$ cat config.mk
export PLATFORM = sky130hd
export DESIGN_NAME = ascii_integer_parser_flat
export DESIGN_NICKNAME = d
export VERILOG_FILES = /design/src/design/aip_pkg.sv /design/src/design/aip_char_if.sv /design/src/design/aip_result_if.sv /design/src/design/ascii_integer_parser.sv /design/src/flat_wrapper.sv
export VERILOG_INCLUDE_DIRS = /design/src /design/src/design
export SDC_FILE = /design/constraint.sdc
export NUM_CORES = 2
export LEC_CHECK = 0
export CAP_MARGIN = 20
export CORE_MARGIN = 2
export CORE_UTILIZATION = 60
export CTS_CLUSTER_SIZE = 24
export DETAILED_ROUTE_END_ITERATION = 6
export DONT_BUFFER_PORTS = 1
export PLACE_DENSITY_LB_ADDON = 0.2
export SETUP_SLACK_MARGIN = 0.5
export SYNTH_ARGS = -nofsm -noshare
export SYNTH_HDL_FRONTEND = slang
export SYNTH_SLANG_ARGS = --single-unit
$ cat constraint.sdc
create_clock -name clk -period 22.4 [get_ports clk]
set_input_delay 5.6 -clock clk [delete_from_list [all_inputs] [get_ports clk]]
set_output_delay 5.6 -clock clk [all_outputs]
set_load 0.02 [all_outputs]
$ cat src/design/ascii_integer_parser_defines.svh
// ----------------------------------------------------------------------------
// ascii_integer_parser assertion macros
// Shared concurrent assertion forms, clocked on clk and held off in reset.
// ----------------------------------------------------------------------------
`ifndef ASCII_INTEGER_PARSER_DEFINES_SVH
`define ASCII_INTEGER_PARSER_DEFINES_SVH

// same-cycle implication
`define AIP_ASSERT_NOW(label, ante, cons, msg) \
	label: assert property (@(posedge clk) disable iff (!arst_n) (ante) |-> (cons)) \
		else $error(msg);

// next-cycle implication
`define AIP_ASSERT_NEXT(label, ante, cons, msg) \
	label: assert property (@(posedge clk) disable iff (!arst_n) (ante) |=> (cons)) \
		else $error(msg);

`endif

$ cat src/design/aip_pkg.sv
// ----------------------------------------------------------------------------
// aip_pkg
// Types, character codes and helpers of the ASCII integer parser.
// ----------------------------------------------------------------------------
package aip_pkg;

	localparam int CharW   = 8;
	localparam int RadixW  = 6;
	localparam int ValueW  = 64;
	localparam int OffsetW = 16;

	localparam longint unsigned MAX_OFFSET = 64'd65535;
	localparam logic [OffsetW-1:0] CountCap =
		OffsetW'((MAX_OFFSET < 64'd65535) ? MAX_OFFSET : 64'd65535);

	localparam logic [CharW-1:0] CharSpace = 8'h20;
	localparam logic [CharW-1:0] CharTab   = 8'h09;
	localparam logic [CharW-1:0] CharCr    = 8'h0D;
	localparam logic [CharW-1:0] CharPlus  = 8'h2B;
	localparam logic [CharW-1:0] CharMinus = 8'h2D;
	localparam logic [CharW-1:0] CharZero  = 8'h30;
	localparam logic [CharW-1:0] CharNine  = 8'h39;
	localparam logic [CharW-1:0] CharLowA  = 8'h61;
	localparam logic [CharW-1:0] CharLowZ  = 8'h7A;
	localparam logic [CharW-1:0] CharUpA   = 8'h41;
	localparam logic [CharW-1:0] CharUpZ   = 8'h5A;
	localparam logic [CharW-1:0] CharLowX  = 8'h78;
	localparam logic [CharW-1:0] CharUpX   = 8'h58;

	localparam logic [RadixW-1:0] RadixReset = 6'd10;
	localparam logic [RadixW-1:0] DecBase    = 6'd10;
	localparam logic [RadixW-1:0] OctBase    = 6'd8;
	localparam logic [RadixW-1:0] HexBase    = 6'd16;
	localparam logic [RadixW-1:0] MaxBase    = 6'd36;
	localparam logic [RadixW-1:0] UnaryBase  = 6'd1;

	typedef enum logic [4:0] {
		PH_SPACE  = 5'b00001,
		PH_FIRST  = 5'b00010,
		PH_ZERO   = 5'b00100,
		PH_HEXPFX = 5'b01000,
		PH_DIGITS = 5'b10000
	} phase_t;

	typedef struct packed {
		logic              ok;
		logic [RadixW-1:0] val;
	} digit_t;

	// map 0-9, a-z, A-Z to 0..35
	function automatic digit_t digit_value(input logic [CharW-1:0] c);
		digit_t d;
		d.ok  = 1'b1;
		d.val = '0;
		if (c >= CharZero && c <= CharNine) begin
			d.val = RadixW'(c - CharZero);
		end else if (c >= CharLowA && c <= CharLowZ) begin
			d.val = RadixW'(c - CharLowA) + DecBase;
		end else if (c >= CharUpA && c <= CharUpZ) begin
			d.val = RadixW'(c - CharUpA) + DecBase;
		end else begin
			d.ok = 1'b0;
		end
		return d;
	endfunction

	function automatic logic is_space(input logic [CharW-1:0] c);
		return (c == CharSpace) || (c >= CharTab && c <= CharCr);
	endfunction

endpackage

$ cat src/design/aip_char_if.sv
// ----------------------------------------------------------------------------
// aip_char_if
// Character request channel: one raw byte per request.
// ----------------------------------------------------------------------------
interface aip_char_if;
	logic                      valid;
	logic                      ready;
	logic [aip_pkg::CharW-1:0] char_code;

	modport source (output valid, output char_code, input ready);
	modport sink (input valid, input char_code, output ready);
endinterface

$ cat src/design/aip_result_if.sv
// ----------------------------------------------------------------------------
// aip_result_if
// Result request channel: parsed value and end offset of one number.
// ----------------------------------------------------------------------------
interface aip_result_if;
	logic                        valid;
	logic                        ready;
	logic [aip_pkg::ValueW-1:0]  parsed_value;
	logic [aip_pkg::OffsetW-1:0] end_offset;

	modport source (output valid, output parsed_value, output end_offset, input ready);
	modport sink (input valid, input parsed_value, input end_offset, output ready);
endinterface

$ cat src/design/ascii_integer_parser.sv
// ----------------------------------------------------------------------------
// ascii_integer_parser
// Streaming strtoul-style converter from ASCII characters to a 64-bit value.
// ----------------------------------------------------------------------------
// Usage:
//   chr carries one character per request. Leading whitespace, one sign, an
//   optional 0x / 0 prefix and digits are consumed; the first other character
//   ends the number and is dropped. That character yields one request on res
//   with the value (negated after '-') and the count of consumed characters.
//   cfg_wr_en/cfg_wr_data write the radix (0 = detect from prefix); write it
//   only while no character is in flight.
// Timing:
//   A character is registered in char_s1, then decoded and folded into the parse
//   state by one 64x6 multiply-add; a result is registered on res from its
//   terminating character in char_s1. One character per cycle is sustained
//   unless a terminating character waits for res to free up (see Stall).
// Reset:
//   arst_n clears the parse state and both channels, and sets the radix to 10.
// Stall:
//   While a result waits on res, characters that do not end a number keep
//   flowing; a character that ends one waits in the input register, and chr
//   deasserts ready once that register is also held.
// ----------------------------------------------------------------------------
`include "ascii_integer_parser_defines.svh"

module ascii_integer_parser (
	input  logic                        clk,
	input  logic                        arst_n,
	input  logic                        cfg_wr_en,
	input  logic [aip_pkg::RadixW-1:0]  cfg_wr_data,
	aip_char_if.sink                    chr,
	aip_result_if.source                res
);
	import aip_pkg::*;

	logic [RadixW-1:0]   radix_q;
	phase_t              phase_q;
	logic [ValueW-1:0]   acc_q;
	logic                neg_q;
	logic [RadixW-1:0]   base_q;
	logic [OffsetW-1:0]  cnt_q;

	logic                valid_s1;
	logic [CharW-1:0]    char_s1;

	logic                res_valid_q;
	logic [ValueW-1:0]   res_value_q;
	logic [OffsetW-1:0]  res_offset_q;

	phase_t              phase_d;
	logic [ValueW-1:0]   acc_d;
	logic                neg_d;
	logic [RadixW-1:0]   base_d;
	logic [OffsetW-1:0]  cnt_d;
	logic                emit;
	logic [ValueW-1:0]   emit_value;
	logic [OffsetW-1:0]  emit_offset;

	digit_t              dig;
	logic [ValueW-1:0]   mac;
	logic                out_free;
	logic                adv_s1;
	logic                take_in;

	assign dig      = digit_value(char_s1);
	// low 64 bits of the product wrap the value as required
	assign mac      = ValueW'(acc_q * base_q) + ValueW'(dig.val);

	assign out_free = !res_valid_q || res.ready;
	assign adv_s1   = valid_s1 && (!emit || out_free);
	assign take_in  = chr.valid && chr.ready;
	assign chr.ready = !valid_s1 || adv_s1;

	always_comb begin
		logic done;
		logic [RadixW-1:0] b;
		phase_d     = phase_q;
		acc_d       = acc_q;
		neg_d       = neg_q;
		base_d      = base_q;
		cnt_d       = cnt_q;
		emit        = 1'b0;
		emit_value  = '0;
		emit_offset = '0;
		done        = 1'b0;
		b           = '0;

		// unreachable codes fall back to a cleared whitespace phase
		if (!(phase_d == PH_SPACE || phase_d == PH_FIRST || phase_d == PH_ZERO ||
				phase_d == PH_HEXPFX || phase_d == PH_DIGITS)) begin
			phase_d = PH_SPACE;
			acc_d   = '0;
			neg_d   = 1'b0;
			base_d  = '0;
			cnt_d   = '0;
		end

		if (phase_d == PH_SPACE) begin
			base_d = radix_q;
			if (is_space(char_s1)) begin
				cnt_d = (cnt_d < CountCap) ? cnt_d + 1'b1 : cnt_d;
				done  = 1'b1;
			end else if (char_s1 == CharPlus || char_s1 == CharMinus) begin
				neg_d   = (char_s1 == CharMinus);
				cnt_d   = (cnt_d < CountCap) ? cnt_d + 1'b1 : cnt_d;
				phase_d = PH_FIRST;
				done    = 1'b1;
			end else begin
				phase_d = PH_FIRST;
			end
		end

		if (!done && phase_d == PH_FIRST) begin
			b = (base_d != '0) ? base_d : DecBase;
			if (base_d == UnaryBase || base_d > MaxBase) begin
				emit = 1'b1;
				done = 1'b1;
			end else if ((base_d == '0 || base_d == HexBase) && char_s1 == CharZero) begin
				acc_d   = '0;
				cnt_d   = (cnt_d < CountCap) ? cnt_d + 1'b1 : cnt_d;
				phase_d = PH_ZERO;
				done    = 1'b1;
			end else if (dig.ok && dig.val < b) begin
				base_d  = b;
				acc_d   = ValueW'(dig.val);
				cnt_d   = (cnt_d < CountCap) ? cnt_d + 1'b1 : cnt_d;
				phase_d = PH_DIGITS;
				done    = 1'b1;
			end else begin
				emit = 1'b1;
				done = 1'b1;
			end
		end

		if (!done && phase_d == PH_ZERO) begin
			if (char_s1 == CharLowX || char_s1 == CharUpX) begin
				base_d  = HexBase;
				cnt_d   = (cnt_d < CountCap) ? cnt_d + 1'b1 : cnt_d;
				phase_d = PH_HEXPFX;
				done    = 1'b1;
			end else begin
				if (base_d == '0) begin
					base_d = OctBase;
				end
				phase_d = PH_DIGITS;
			end
		end

		if (!done && phase_d == PH_HEXPFX) begin
			if (dig.ok && dig.val < HexBase) begin
				acc_d   = ValueW'(dig.val);
				cnt_d   = (cnt_d < CountCap) ? cnt_d + 1'b1 : cnt_d;
				phase_d = PH_DIGITS;
			end else begin
				// give back the 'x' unless the count is pinned
				emit        = 1'b1;
				emit_offset = (cnt_d >= CountCap) ? cnt_d : cnt_d - 1'b1;
			end
			done = 1'b1;
		end

		if (!done && phase_d == PH_DIGITS) begin
			if (dig.ok && dig.val < base_d) begin
				// acc_q is zero when arriving from the zero prefix
				acc_d = mac;
				cnt_d = (cnt_d < CountCap) ? cnt_d + 1'b1 : cnt_d;
			end else begin
				emit        = 1'b1;
				emit_value  = neg_d ? (~acc_d + 1'b1) : acc_d;
				emit_offset = cnt_d;
			end
		end

		if (emit) begin
			phase_d = PH_SPACE;
			acc_d   = '0;
			neg_d   = 1'b0;
			base_d  = '0;
			cnt_d   = '0;
		end
	end

	always_ff @(posedge clk or negedge arst_n) begin
		if (!arst_n) begin
			radix_q <= RadixReset;
		end else if (cfg_wr_en) begin
			radix_q <= cfg_wr_data;
		end
	end

	always_ff @(posedge clk or negedge arst_n) begin
		if (!arst_n) begin
			phase_q <= PH_SPACE;
			acc_q   <= '0;
			neg_q   <= 1'b0;
			base_q  <= '0;
			cnt_q   <= '0;
		end else if (adv_s1) begin
			phase_q <= phase_d;
			acc_q   <= acc_d;
			neg_q   <= neg_d;
			base_q  <= base_d;
			cnt_q   <= cnt_d;
		end
	end

	always_ff @(posedge clk or negedge arst_n) begin
		if (!arst_n) begin
			valid_s1 <= 1'b0;
		end else if (take_in) begin
			valid_s1 <= 1'b1;
		end else if (adv_s1) begin
			valid_s1 <= 1'b0;
		end
	end

	always_ff @(posedge clk) begin
		if (take_in) begin
			char_s1 <= chr.char_code;
		end
	end

	always_ff @(posedge clk or negedge arst_n) begin
		if (!arst_n) begin
			res_valid_q <= 1'b0;
		end else if (adv_s1 && emit) begin
			res_valid_q <= 1'b1;
		end else if (res.ready) begin
			res_valid_q <= 1'b0;
		end
	end

	always_ff @(posedge clk) begin
		if (adv_s1 && emit) begin
			res_value_q  <= emit_value;
			res_offset_q <= emit_offset;
		end
	end

	assign res.valid        = res_valid_q;
	assign res.parsed_value = res_value_q;
	assign res.end_offset   = res_offset_q;

	`AIP_ASSERT_NEXT(a_emit_clears, adv_s1 && emit,
		res_valid_q && phase_q == PH_SPACE && cnt_q == '0 && acc_q == '0 && !neg_q,
		"result not loaded or parse state not cleared after a terminating character")
	`AIP_ASSERT_NEXT(a_count_grows, adv_s1 && !emit, cnt_q >= $past(cnt_q),
		"consumed count dropped inside a number")
	`AIP_ASSERT_NEXT(a_s1_holds, valid_s1 && !adv_s1,
		valid_s1 && $stable(char_s1),
		"held character lost from the input register")
	`AIP_ASSERT_NOW(a_digit_base, phase_q == PH_DIGITS,
		base_q >= OctBase - 6'd6 && base_q <= MaxBase,
		"digit phase entered with an unusable base")

endmodule
$ cat src/flat_wrapper.sv
// flat-port wrapper written by rule: the top's interface ports become plain ports
module ascii_integer_parser_flat import aip_pkg::*;
  (clk, arst_n, cfg_wr_en, cfg_wr_data, chr_valid, chr_char_code, chr_ready, res_valid, res_parsed_value, res_end_offset, res_ready);
  aip_char_if chr_i ();
  aip_result_if res_i ();
  input  logic clk;
  input  logic arst_n;
  input  logic cfg_wr_en;
  input  logic [aip_pkg::RadixW-1:0] cfg_wr_data;
  input wire logic [$bits(chr_i.valid)-1:0] chr_valid;
  input wire logic [$bits(chr_i.char_code)-1:0] chr_char_code;
  output wire logic [$bits(chr_i.ready)-1:0] chr_ready;
  output wire logic [$bits(res_i.valid)-1:0] res_valid;
  output wire logic [$bits(res_i.parsed_value)-1:0] res_parsed_value;
  output wire logic [$bits(res_i.end_offset)-1:0] res_end_offset;
  input wire logic [$bits(res_i.ready)-1:0] res_ready;
  assign chr_i.valid = chr_valid;
  assign chr_i.char_code = chr_char_code;
  assign chr_ready = chr_i.ready;
  assign res_valid = res_i.valid;
  assign res_parsed_value = res_i.parsed_value;
  assign res_end_offset = res_i.end_offset;
  assign res_i.ready = res_ready;
  ascii_integer_parser u_core (.clk(clk), .arst_n(arst_n), .cfg_wr_en(cfg_wr_en), .cfg_wr_data(cfg_wr_data), .chr(chr_i), .res(res_i));
endmodule
After elaboration in Yosys (flattened, before gate mapping)
Index checks and enable logic that the tools add are counted.
{"block": "totals", "ff_bits": 188, "latch_bits": 0, "ram_bits": 0, "mem_bits_ro": 0, "in_bits": 19, "out_inout_bits": 82, "wordCells": 192, "n_memories": 0}
{"block": "op_classes", "add_sub_neg": 13, "multipliers": 1, "div_mod_pow": 0, "order_cmp": 18, "n_eq_ne": 18, "n_shift": 0, "muxes": 89, "n_bitwise": 2, "reduce_logical": 40}
{"op": "2-to-1 mux 64 bit", "count": 11}
{"op": "2-to-1 mux 16 bit", "count": 25}
{"op": "2-to-1 mux 6 bit", "count": 14}
{"op": "adder 16 x 1 -> 16 bit (second input constant)", "count": 5}
{"op": "less-than comparator 16 bit (second input constant)", "count": 5}
{"op": "adder 64 x 1 -> 64 bit (second input constant)", "count": 1}
{"op": "adder 64 x 6 -> 64 bit", "count": 1}
{"op": "multiplier 64 x 6 -> 64 bit", "count": 1}
{"op": "NOT 64 bit", "count": 1}
{"op": "2-to-1 mux 5 bit", "count": 12}
{"op": "equality test 8 x 6 -> 1 bit (second input constant)", "count": 4}
{"op": "2-to-1 mux 1 bit", "count": 27}
{"op": "equality test 8 x 7 -> 1 bit (second input constant)", "count": 2}
{"op": ">= comparator 16 bit (second input constant)", "count": 1}
{"op": ">= comparator 8 x 7 -> 1 bit (second input constant)", "count": 2}
{"op": "<= comparator 8 x 7 -> 1 bit (second input constant)", "count": 2}
{"op": "subtractor 16 x 1 -> 16 bit (second input constant)", "count": 1}
{"op": "logical AND 1 bit", "count": 15}
{"op": "adder 6 x 4 -> 6 bit (second input constant)", "count": 2}
{"op": "zero test 6 bit", "count": 2}
{"op": "logical OR 1 bit", "count": 12}
{"op": "less-than comparator 6 bit", "count": 2}
{"op": "subtractor 6 bit (second input constant)", "count": 2}
{"op": "equality test 5 x 1 -> 1 bit (second input constant)", "count": 2}
{"op": "other kinds (18)", "count": 29}

Longest topological paths before layout
{"block": "depth", "depth_word": 31, "depth_mapped": 40, "ltp_nobuf": 35}

Worst setup path after synthesis
Ideal clock, no wire load.
{"block": "synth_path", "kind": "input to output", "from": "input port res_ready", "to": "output port chr_ready", "t_arrival_ns": 5.979, "t_required_ns": 16.800, "setup_slack_ns": 10.821, "stages": 2, "path_buffers": 0, "cell_sequence": "nor3_1 -> nand2_1"}
{"block": "synth_between", "elab_chain_len": 4}
{"element": "from (decl)", "line_no": "flat_wrapper.sv:16", "source": "input wire logic [$bits(res_i.ready)-1:0] res_ready;"}
{"element": "logical OR 1 bit", "line_no": "ascii_integer_parser.sv:69", "source": "assign out_free = !res_valid_q || res.ready;"}
{"element": "logical OR 1 bit", "line_no": "ascii_integer_parser.sv:70", "source": "assign adv_s1 = valid_s1 && (!emit || out_free);"}
{"element": "logical AND 1 bit", "line_no": "ascii_integer_parser.sv:70"}
{"element": "logical OR 1 bit", "line_no": "ascii_integer_parser.sv:72", "source": "assign chr.ready = !valid_s1 || adv_s1;"}
{"element": "to (decl)", "line_no": "flat_wrapper.sv:12", "source": "output wire logic [$bits(chr_i.ready)-1:0] chr_ready;"}
Every way passes these cells.

Final worst setup path
{"block": "layout_path", "from": "register u_core.char_s1[1]", "to": "output port chr_ready"}
{"block": "layout_between", "elab_chain_len": 24, "elab_cells_between_ends": 88, "cone_classes": "add/sub: 5; order compare: 11; eq/ne: 10; mux: 38; reduce/logical: 24"}
{"element": "from (decl)", "line_no": "ascii_integer_parser.sv:44", "source": "logic [CharW-1:0] char_s1;"}
{"element": "from (signal assigned)", "line_no": "ascii_integer_parser.sv:219", "source": "char_s1 <= chr.char_code;"}
{"element": "branches (longest 19 deep; another with subtractor 6 x 1 -> 6 bit)"}
{"element": "2-to-1 mux 1 bit *", "line_no": "ascii_integer_parser.sv:162", "source": "if (!done && phase_d == PH_DIGITS) begin"}
{"element": "zero test 1 bit *", "line_no": "ascii_integer_parser.sv:70"}
{"element": "logical OR 1 bit *", "line_no": "ascii_integer_parser.sv:70"}
{"element": "logical AND 1 bit *", "line_no": "ascii_integer_parser.sv:70"}
{"element": "logical OR 1 bit *", "line_no": "ascii_integer_parser.sv:72"}
Mark *: on every way between the ends.

==> out/results.env <==
GRT_PASS1_VIAS=21700
PWR_DENSITY_CELL_mW_PER_MM2=57.4
DRC=0
DIE_HEIGHT_UM=206
CP-END-KIND='output port'
HOLDBUFCOUNTCTS=0
DIE_WIDTH_UM=206
MIN_PERIOD_OVER_PERIOD_PCT=56.9
PLACE_WS_NS=10.21
SYNTH.YOSYS.WARNINGS=0
CTS-HTREE-LEVELS=4
ANTENNADIODECOUNT=0
CRITPATHREQUIREDTIME_NS=16.80
YOSYS_REGISTER_BITS=188
MAPPEDNETLISTAREA_MM2=0.0246
GRT_ANTENNA_BEFORE_REPAIR=0
WORST_SLACK_SETUP_FINAL_NS=9.65
REPORT.FINAL.HOLD_VIOL_COUNT=0
SYNTH_TOP_CELLS_BY_AREA='sky130_fd_sc_hd__fa_1 (20%), sky130_fd_sc_hd__edfxtp_1 (11%), sky130_fd_sc_hd__dfrtp_1 (9.9%), sky130_fd_sc_hd__nand2_1 (8.7%), sky130_fd_sc_hd__ha_1 (7.8%)'
NETLIST.AREA_LEADER.SHARE_PCT=19.5
GLOBAL_ROUTE_USAGE_SUM_PCT=34.2
PEAKVDDDROP_mV=0.0719
HALF_PERIMETER_WIRE_LENGTH_AFTER_PLACEMENT_UM=50300
YS_TOP_CELLS_BY_COUNT='sky130_fd_sc_hd__nand2_1 (573), sky130_fd_sc_hd__inv_1 (295), sky130_fd_sc_hd__fa_1 (240)'
CTS_MADE_BUFFERS=17
CRIT_TYPE='reg -> out'
WORST_PIN_SLEW_NS=1.08
AVERAGE_VIA_COUNT_PER_STANDARD_CELL=6.34
R2R.WORST_PATH.CELLS=32
ROUTE.FINAL.WIRE_LENGTH_UM=69400
LAYOUT_MIN_CYCLE_TIME_NS=12.75
FLOORPLAN.CORE_AREA_MM2=0.0406
NETLIST-CELL-TYPE-COUNT=113
SLEW_HEADROOM_PCT=27.0
SETUP.WORST_PATH.START_CLASS='register'
ROUTABILITYCONGESTION=0.921
SYN_AREA_PER_CELL_UM2=8.35
POST-CTS-SETUP-BUFFERS=0
NUMBER_OF_PLACEMENT_ROWS=74
SYNTHCELLS=2945
MIN_PATH_TYPE='reg -> reg'
GRT_PASS1_WL_UM=113000
SYNTH_NETS=3358
VIA_COUNT=21200
DRT_FIRST_ITER_VIOLATIONS=2143
DETAIL_ROUTE.FIRST_PASS.ITERATIONS=6
SYNTH.MOST_COMMON_CELL='sky130_fd_sc_hd__nand2_1'
RUN_STATUS='finished clean'
PORT_BUFFERS=0
PEAK_FREQ_MHz=78.4
CTS_TREE='done'
FINAL_CORE_UTILIZATION_PCT=62.2
DRV.MAX_CAP_VIOLATION_COUNT=0
SHARE_OF_CELLS_ABOVE_DRIVE_STRENGTH_1_PCT=5.49
TRITONCTS_SINK_COUNT=188
PATH_CLK_SLEW_NS=0.07
WL_PER_CELL_UM=20.8
SOURCE_TO_SINK_CLOCK_DELAY_AT_THE_LATER_PIN_OF_THE_WORST_SKEW_PAIR_NS=0.51
MAXIMUM_CLOCK_INSERTION_BUFFER_COUNT=2
FLOORPLAN.INITIALDENSITY_PCT=60.5
WORST_EP_ARRIVAL_TIME_NS=7.15
SYNTH_TOP_CELL_BY_AREA='sky130_fd_sc_hd__fa_1'
SYNTH_ENABLE_FLOP_CELLS=88
ANTENNA_VIOLATING_NETS_POST_ROUTE=0
DIE_AREA_MM2=0.0426
SETUP-VIOLATIONS-FINAL=0
RSZ0062_AT_GRT='false'
FIN_NETS=3207
NUMBER_OF_CELLS_ON_THE_WORST_HOLD_PATH=2
TIMING.CRITICAL_PATH.FANOUT_MAX=7
DRV_SLEW=0
CLOCK-SKEW-FINAL_NS=0.0157
SETUP_TNS_NS=0
ASYNC_FLOP_SHARE_PCT=53.2
P_LEAK_nW=11.9
CLOCK-ROOT-BUFFER='sky130_fd_sc_hd__clkbuf_16'
CTS_RESIZED=0
YOSYSSEQAREASHARE_PCT=20.9
SYNTH_TOP_FLOP_CELL='sky130_fd_sc_hd__dfrtp_1'
GRT_MAX_DEGREE=101
DESIGN.PORTCOUNT=101
GRT.OVERFLOW.TOTAL=0
AREAGROWTHSYNTHTOFINISH_PCT=2.83
-- state kept, by name, summed over array words and instances (netlist names) --
register / cells
u_core.neg_q: 1
u_core.cnt_q: 16
u_core.phase_q: 5
u_core.res.valid: 1
u_core.radix_q: 6
u_core.acc_q: 64
u_core.res.parsed_value: 64
u_core.valid_s1: 1
u_core.base_q: 6
u_core.char_s1: 8
u_core.res.end_offset: 16
-- final timing paths --
kind                                          startpoint                             to  slack [ns]
min                          u_core.cnt_q[1]$_DFFE_PN0P_    u_core.cnt_q[1]$_DFFE_PN0P_        0.55
min in group asynchronous                         arst_n   u_core.base_q[2]$_DFFE_PN0P_        4.79
min reg2reg                  u_core.cnt_q[1]$_DFFE_PN0P_    u_core.cnt_q[1]$_DFFE_PN0P_        0.55
max                          u_core.char_s1[1]$_DFFE_PP_                      chr_ready        9.65
max reg2reg                u_core.phase_q[3]$_DFFE_PN0P_   u_core.cnt_q[11]$_DFFE_PN0P_       12.02
max in group asynchronous                         arst_n  u_core.phase_q[0]$_DFFE_PN1P_       17.35
-- cells in the final DEF, fill, tap and decap left out, types with 27 or more instances in the layout --
master                     count
sky130_fd_sc_hd__inv_1       295
sky130_fd_sc_hd__o21ai_0     131
sky130_fd_sc_hd__nand3_1      61
sky130_fd_sc_hd__nor3_1       47
sky130_fd_sc_hd__dfrtp_1      91
sky130_fd_sc_hd__nand2_1     573
sky130_fd_sc_hd__a31oi_1      27
sky130_fd_sc_hd__fa_1        240
sky130_fd_sc_hd__edfxtp_1     88
sky130_fd_sc_hd__and2_1       41
sky130_fd_sc_hd__nor2_1      181
sky130_fd_sc_hd__a21oi_1     141
sky130_fd_sc_hd__xnor2_1      76
sky130_fd_sc_hd__ha_1        154
sky130_fd_sc_hd__mux2i_1      27
sky130_fd_sc_hd__xor2_1       60
sky130_fd_sc_hd__a21o_1       46
sky130_fd_sc_hd__and3_1       30
-- logic make-up after synthesis --
logic type / after synthesis / synth area share [%]
AND/OR/NAND/NOR: 1124 / 21.5
multiplexers: 47 / 2.09
AO/OA/AOI/OAI: 568 / 15.6
adder cells (fa/ha/maj): 394 / 27.4
XOR/XNOR: 136 / 4.84
flip-flops: 188 / 20.9
buffers and inverters: 488 / 7.69
-- per-layer routing --
layer | part of all wire (%) | global-route usage (%) | wire length, µm
met5 | 0 | 0 | 0
met3 | 7.4 | 6.31 | 5140
met1 | 40 | 42.7 | 27900
met4 | 4.2 | 15.9 | 2900
met2 | 48 | 57.4 | 33500
-- worst max-delay path, stage by stage, from the launching register on --
cell and delay [ns]:
sky130_fd_sc_hd__edfxtp_1 0.49, sky130_fd_sc_hd__inv_1 0.12, sky130_fd_sc_hd__ha_1 0.23, sky130_fd_sc_hd__or4b_1 0.51, sky130_fd_sc_hd__nand3_1 0.11, sky130_fd_sc_hd__a22oi_1 0.18
sky130_fd_sc_hd__nor3b_1 0.22, sky130_fd_sc_hd__a21oi_1 0.06, sky130_fd_sc_hd__a21oi_1 0.55, sky130_fd_sc_hd__ha_1 0.36, sky130_fd_sc_hd__and4_1 0.17, sky130_fd_sc_hd__a21oi_1 0.14
sky130_fd_sc_hd__nand2_1 0.09, sky130_fd_sc_hd__nor2_1 0.08, sky130_fd_sc_hd__o21ai_0 0.23, sky130_fd_sc_hd__a211oi_1 0.42, sky130_fd_sc_hd__o21ai_0 0.14, sky130_fd_sc_hd__nand2_1 0.08
sky130_fd_sc_hd__nand2_1 0.08, sky130_fd_sc_hd__ha_1 0.32, sky130_fd_sc_hd__a21o_1 0.18, sky130_fd_sc_hd__a21o_1 0.18, sky130_fd_sc_hd__a2111oi_0 0.84, sky130_fd_sc_hd__or2_4 0.25
sky130_fd_sc_hd__and3_1 0.29, sky130_fd_sc_hd__nor3_1 0.10, sky130_fd_sc_hd__nand2_1 0.22
-- layout make-up --
cell class	count	area (µm²)
inverter	295	1110
timing repair buffer	23	193
fill	3497	15400
sequential	188	5160
clock buffer	19	433
clock inverter	13	131
multi-input combinational	2269	17600
tap	532	666
-- per-stage QoR --
step / area (µm²) / power [W] / instances / hold slack, ns
floorplan: 24600 / 0.000945 / 2945 / 0.471
global placement: 24700 / 0.00112 / 3306 / 0.514
detailed placement: 24700 / 0.00113 / 3306 / 0.532
CTS: 25300 / 0.00145 / 3338 / 0.548
global route: 25300 / 0.00153 / 3339 / 0.589
finish: 25300 / 0.00145 / 3339 / 0.552
-- power breakdown --
group / leakage, nW / internal, W / switching, W
clock network: 0.265 / 0.000156 / 0.000152
logic: 9.38 / 0.000141 / 0.000453
registers: 2.23 / 0.000440 / 0.000111
Note: power is estimated with default switching activity, not from simulation.
